$ cat src/rtl/core/dmwtc_pkg.sv
// Shared constants, types and address helpers for the direct-mapped write-through cache.
`timescale 1ns / 1ps

package dmwtc_pkg;

    localparam int LINES       = 256;
    localparam int LINE_BYTES  = 8;
    localparam int ADDR_W      = 32;
    localparam int WORD_BYTES  = 32 / 8;
    localparam int OFF_W       = $clog2(LINE_BYTES);
    localparam int IDX_W       = $clog2(LINES);
    localparam int TAG_W       = ADDR_W - OFF_W - IDX_W;
    localparam int LINE_W      = 8 * LINE_BYTES;
    localparam int FILL_W      = 64;
    localparam int STEP_W      = $clog2(WORD_BYTES);
    localparam int NEIGHBORS   = WORD_BYTES - 1;
    localparam int CMD_W       = 2;
    localparam int IN_DATA_W   = ADDR_W + ADDR_W + FILL_W;
    localparam int OUT_DATA_W  = 8 + ADDR_W + ADDR_W;
    localparam int OUT_USER_W  = 4;

    typedef enum logic [CMD_W-1:0] {
        CMD_READ  = 2'd0,
        CMD_WRITE = 2'd1,
        CMD_FILL  = 2'd2
    } cmd_t;

    typedef enum logic [1:0] {
        PEND_NONE  = 2'd0,
        PEND_READ  = 2'd1,
        PEND_WRITE = 2'd2
    } pend_t;

    typedef enum logic [2:0] {
        RES_NONE  = 3'd0,
        RES_HIT   = 3'd1,
        RES_MISS  = 3'd2,
        RES_WRITE = 3'd3,
        RES_FILL  = 3'd4
    } res_t;

    typedef struct packed {
        logic              take;
        logic              lookup_rd;
        logic              fill_wr;
        logic              pend_ld;
        logic              inv_rd;
        logic              inv_chk;
        logic              out_ld;
        res_t              res_kind;
        logic [STEP_W-1:0] step;
    } dp_cmd_t;

    typedef struct packed {
        logic lookup_hit;
        logic out_free;
    } dp_stat_t;

    function automatic logic [IDX_W-1:0] index_of(input logic [ADDR_W-1:0] addr);
        logic [IDX_W-1:0] raw;
        logic [IDX_W-1:0] idx;
        raw = addr[OFF_W +: IDX_W];
        idx = raw;
        if ({1'b0, raw} >= (IDX_W + 1)'(LINES))
        begin
            idx = raw - IDX_W'(LINES);
        end
        return idx;
    endfunction

    function automatic logic [TAG_W-1:0] tag_of(input logic [ADDR_W-1:0] addr);
        return addr[ADDR_W-1 -: TAG_W];
    endfunction

    function automatic logic [7:0] byte_of(input logic [LINE_W-1:0] line,
                                           input logic [ADDR_W-1:0] addr);
        logic [OFF_W-1:0] off;
        logic [7:0]       b;
        off = addr[OFF_W-1:0];
        b   = 8'd0;
        if ({1'b0, off} < (OFF_W + 1)'(LINE_BYTES))
        begin
            b = line[8 * int'(off) +: 8];
        end
        return b;
    endfunction

endpackage

$ cat src/rtl/core/dmwtc_ctrl.sv
// Controller state machine of the cache: access decode, pending request and invalidation steps.
`timescale 1ns / 1ps

module dmwtc_ctrl (
    input  logic                             clk,
    input  logic                             rst_n,
    input  logic                             s_axis_tvalid,
    input  logic [dmwtc_pkg::CMD_W-1:0]      s_axis_tuser,
    output logic                             s_axis_tready,
    input  dmwtc_pkg::dp_stat_t              stat,
    output dmwtc_pkg::dp_cmd_t               cmd
);

    typedef enum logic [4:0] {
        S_IDLE    = 5'b00001,
        S_LOOK    = 5'b00010,
        S_INV_RD  = 5'b00100,
        S_INV_CHK = 5'b01000,
        S_PUSH    = 5'b10000
    } state_t;

    state_t                         state_reg;
    state_t                         state_next;
    dmwtc_pkg::pend_t               pend_reg;
    dmwtc_pkg::pend_t               pend_next;
    dmwtc_pkg::res_t                res_reg;
    dmwtc_pkg::res_t                res_next;
    logic [dmwtc_pkg::STEP_W-1:0]   step_reg;
    logic [dmwtc_pkg::STEP_W-1:0]   step_next;
    logic                           take;

    assign s_axis_tready = (state_reg == S_IDLE);
    assign take          = s_axis_tvalid && s_axis_tready;

    always_comb
    begin
        state_next = state_reg;
        pend_next  = pend_reg;
        res_next   = res_reg;
        step_next  = step_reg;

        cmd           = '0;
        cmd.take      = take;
        cmd.res_kind  = res_reg;
        cmd.step      = step_reg;

        unique case (state_reg)
            S_IDLE:
            begin
                if (take)
                begin
                    state_next = S_PUSH;
                    res_next   = dmwtc_pkg::RES_NONE;
                    unique case (dmwtc_pkg::cmd_t'(s_axis_tuser))
                        dmwtc_pkg::CMD_READ:
                        begin
                            if (pend_reg == dmwtc_pkg::PEND_NONE)
                            begin
                                cmd.lookup_rd = 1'b1;
                                state_next    = S_LOOK;
                            end
                        end
                        dmwtc_pkg::CMD_WRITE:
                        begin
                            if (pend_reg == dmwtc_pkg::PEND_NONE)
                            begin
                                res_next  = dmwtc_pkg::RES_WRITE;
                                pend_next = dmwtc_pkg::PEND_WRITE;
                            end
                        end
                        dmwtc_pkg::CMD_FILL:
                        begin
                            if (pend_reg != dmwtc_pkg::PEND_NONE)
                            begin
                                cmd.fill_wr = 1'b1;
                                res_next    = dmwtc_pkg::RES_FILL;
                                pend_next   = dmwtc_pkg::PEND_NONE;
                                if (pend_reg == dmwtc_pkg::PEND_WRITE)
                                begin
                                    step_next  = dmwtc_pkg::STEP_W'(1);
                                    state_next = S_INV_RD;
                                end
                            end
                        end
                        default:
                        begin
                            res_next = dmwtc_pkg::RES_NONE;
                        end
                    endcase
                end
            end
            S_LOOK:
            begin
                state_next = S_PUSH;
                if (stat.lookup_hit)
                begin
                    res_next = dmwtc_pkg::RES_HIT;
                end
                else
                begin
                    res_next  = dmwtc_pkg::RES_MISS;
                    pend_next = dmwtc_pkg::PEND_READ;
                end
            end
            S_INV_RD:
            begin
                cmd.inv_rd = 1'b1;
                state_next = S_INV_CHK;
            end
            S_INV_CHK:
            begin
                cmd.inv_chk = 1'b1;
                if (step_reg == dmwtc_pkg::STEP_W'(dmwtc_pkg::NEIGHBORS))
                begin
                    state_next = S_PUSH;
                end
                else
                begin
                    step_next  = step_reg + dmwtc_pkg::STEP_W'(1);
                    state_next = S_INV_RD;
                end
            end
            S_PUSH:
            begin
                cmd.pend_ld = (res_reg == dmwtc_pkg::RES_MISS)
                           || (res_reg == dmwtc_pkg::RES_WRITE);
                if (stat.out_free)
                begin
                    cmd.out_ld = 1'b1;
                    state_next = S_IDLE;
                end
            end
            default:
            begin
                state_next = S_IDLE;
            end
        endcase
    end

    always_ff @(posedge clk or negedge rst_n)
    begin
        if (!rst_n)
        begin
            state_reg <= S_IDLE;
            pend_reg  <= dmwtc_pkg::PEND_NONE;
            res_reg   <= dmwtc_pkg::RES_NONE;
            step_reg  <= '0;
        end
        else
        begin
            state_reg <= state_next;
            pend_reg  <= pend_next;
            res_reg   <= res_next;
            step_reg  <= step_next;
        end
    end

endmodule

$ cat config.mk
export PLATFORM = sky130hd
export DESIGN_NAME = dmwtc_ctrl
export DESIGN_NICKNAME = d
export VERILOG_FILES = /design/src/rtl/core/dmwtc_pkg.sv /design/src/rtl/core/dmwtc_ctrl.sv
export SDC_FILE = /design/constraint.sdc
export NUM_CORES = 1
export LEC_CHECK = 0
export ABC_AREA = 0
export BUFFER_PORTS_ARGS = -buffer_cell sky130_fd_sc_hd__buf_4
export CAP_MARGIN = 20
export CORE_MARGIN = 3
export CORE_UTILIZATION = 55
export CTS_CLUSTER_DIAMETER = 100
export CTS_CLUSTER_SIZE = 20
export DETAILED_ROUTE_END_ITERATION = 8
export GPL_TIMING_DRIVEN = 0
export PLACE_DENSITY = 0.88
export SETUP_SLACK_MARGIN = 0.2
export SYNTH_ARGS = -nofsm -noshare
export SYNTH_HDL_FRONTEND = slang
export SYNTH_SLANG_ARGS = --single-unit
$ cat constraint.sdc
create_clock -name clk -period 2.9 [get_ports clk]
set_input_delay 0.435 -clock clk [delete_from_list [all_inputs] [get_ports clk]]
set_output_delay 0.435 -clock clk [all_outputs]
set_load 0.02 [all_outputs]
==> results.sh <==
export IMPL_largest_reg_flops=5
export IMPL_status="finished clean"
export IMPL_cp_arrival_ns=1.82
export IMPL_vias=827
export IMPL_yosys_cell_types_count=45
export IMPL_io_pins=20
export IMPL_seqPwrFrac_pct=33.1
export IMPL_period_share_pct=77.71
export IMPL_ys_async_sr_fraction_pct=100.0
export IMPL_setup_violations=0
export IMPL_relSlewSlack_pct=72.60
export IMPL_setup_slack_ns=0.6464
export IMPL_drtPass1Iterations=4
export IMPL_worst_path_buf_inv=3
export IMPL_drc=0
export IMPL_hold_start="stat[1]"
export IMPL_syn_inst=96
export IMPL_grt_max_degree=13
export IMPL_nets=133
export IMPL_fin_crit_ns=2.254
export IMPL_crit_family="simple AND/OR/NAND/NOR gates"
export IMPL_synth_flop_cell="dfrtp_1"
export IMPL_placed_cells=130
export IMPL_fp_row_count=13
export IMPL_switching_share_pct=42.33
export IMPL_holdPathStages=2
export IMPL_syn_area_per_cell_um2=9.123
export IMPL_drv_slew=0
export IMPL_cts_inserted_buffers=3
export IMPL_cp_max_fo=9
export IMPL_cp_depth=6
export IMPL_maxCapViolCount=0
export IMPL_critPathRequiredTime_ns=2.47
export IMPL_critPathSlowestCell="dfrtp_1"
export IMPL_cts_root_buf="clkbuf_4"
export IMPL_path_class="reg2out"
export IMPL_vias_per_cell=6.126
export IMPL_area_growth_pct=23.71
export IMPL_place_area_um2=1037
export IMPL_die_y_um=45.91
export IMPL_die_x_um=45.91
export IMPL_crit_path_end_kind="output port"
export IMPL_start_util_pct=62.61
export IMPL_reg2reg_slack_ns=1.24
export IMPL_cp_startpoint="state_reg[2]"
export IMPL_hold_viol_final=0
export IMPL_power_density_nw_per_um2=820.1
export IMPL_post_place_ws_ns=0.9655
export IMPL_grt_pass1_wl_mm=3.305
export IMPL_p_leak_nw=0.5223
export IMPL_syn_area_um2=875.8
export IMPL_switchingPower_uw=376.1
export IMPL_cts_tree="built"
export IMPL_final_area_um2=1084
export IMPL_rsz0062_at_grt="false"
export IMPL_multi_input_area_um2=530.5
export IMPL_routabilityCongestion=0.8569
export IMPL_h_tree_depth=1
export IMPL_synth_edf_count=0
export IMPL_wl_per_cell_um=14.76
export IMPL_final_cell_mix="20 x buf_4, 11 x dfrtp_1, 10 x nor2_1"
export IMPL_p_int_uw=512.5
export IMPL_crit_path_end="cmd[10]"
export IMPL_clockPowerShare_pct=15.0
export IMPL_die_area_um2=2107
export IMPL_tns_ns=0
export IMPL_r2r_start="state_reg[2]"
export IMPL_cp_start_kind="flip-flop"
export IMPL_slowest_delay_ns=0.39
export IMPL_clkTransAtPathRegs_ns=0.08
export IMPL_grt_antenna_before_repair=0
export IMPL_yosysWarningCount=0
export IMPL_syn_num_nets=108
export IMPL_hp_class="in2reg"
export IMPL_drtAntennaViolNets=0
export IMPL_portBuffers=19
export IMPL_ctsResizeCount=0
export IMPL_fmax_mhz=443.7
export IMPL_final_common_cell="buf_4"
export IMPL_diodes=0
export IMPL_reg2reg_to="res_reg[0]"
export IMPL_reg2reg_depth=6
export IMPL_seq_area_um2=301.5
export IMPL_dpl_hpwl_mm=1.504
export IMPL_clock_sinks=12
export IMPL_seq_area_frac_synth_pct=34.43
export IMPL_core_area_um2=1399
export IMPL_grt_pass1_vias=752
export IMPL_clock_skew_ns=0.006545
export IMPL_p_comb_share_pct=51.9
export IMPL_drt_iter0_drc=26
export IMPL_drive_gt1_share_pct=28.33
export IMPL_clk_latency_ns=0.28
export IMPL_cp_cell_sequence="buf_6 > nor4_4 > nand2_1 > clkinv_2 > and3_1 > buf_4"
export IMPL_ys_seq_elements=12
export IMPL_totalWireLength_mm=1.993
export IMPL_vdd_ir_drop_worst_uv=546.6
export IMPL_fill_cells=103
export IMPL_fin_cells=135
export IMPL_grt_total_usage_pct=21.40
export IMPL_grt_overflow=0
export IMPL_tightestPinTransition_ns=0.4110
export IMPL_cts_buffer_depth=2
synth_stat cells, types with 2 or more instances:
master	number	area, um2
o21ai_0	5	25.02
o21a_1	2	15.01
and2_1	2	12.51
dfrtp_1	11	275.3
ha_1	5	62.56
a31oi_1	2	12.51
nor3b_1	3	22.52
inv_1	3	11.26
and3_1	5	31.28
nor2b_1	3	18.77
nor2_1	10	37.54
and3b_1	2	17.52
nand4_1	2	12.51
nand2_1	8	30.03
nand2b_1	3	18.77
metrics by stage:
stage / hold WS [ns] / util, % / total power, mW
after floorplan: 0.1394 / - / 0.5925
after global placement: 0.2815 / 74.15 / 0.7297
after detailed placement: 0.2865 / 74.15 / 0.7503
after CTS: 0.3891 / 77.46 / 0.8893
after global routing: 0.3862 / 77.46 / 0.9542
final: 0.3964 / 77.46 / 0.8886
power groups by stage:
stage	registers, mW	clock network (mW)	logic, mW
CTS	0.293	0.135	0.461
global route	0.304	0.146	0.505
detailed placement	0.296	0	0.454
global placement	0.289	0	0.441
floorplan	0.321	0	0.271
finish	0.294	0.134	0.461
layer usage:
metal	vias to the layer above	global-route usage (%)	routed length (um)	part of all wire (%)
met3	5	2.372	98	4.9
met4	0	9.091	35	1.8
met5	-	0	0	0
li1	398	-	-	-
met2	24	33.24	997	50
met1	400	29.64	862	43
layout make-up:
class	instances	share of cell area (%)
buffer	4	2.540
clock buffer	4	3.349
inverter	4	1.501
multi-input combinational	76	48.96
sequential	12	27.83
tap	15	1.732
timing repair buffer	20	14.09
cells by family after synthesis:
kind of cell	Yosys count	share of synthesized area [%]
multiplexers	3	3.714
adder cells (fa/ha/maj)	5	7.143
AND/OR/NAND/NOR	52	37.43
flip-flops	12	34.43
AO/OA/AOI/OAI	16	12.29
buffers and inverters	8	4.999
worst min-delay path by stage:
stage | end | slack, ns
final | pend_reg[0] | 0.40
after global routing | pend_reg[0] | 0.39
after CTS | pend_reg[0] | 0.39
after detailed placement | state_reg[3] | 0.29
after global placement | state_reg[3] | 0.28
after floorplan | pend_reg[0] | 0.14
repair_timing:
item                      in CTS  in global routing
hold endpoints to repair      11                  0
hold buffers                   1                  0
buffers inserted               0                  0
(Power assumes the default switching activity.)
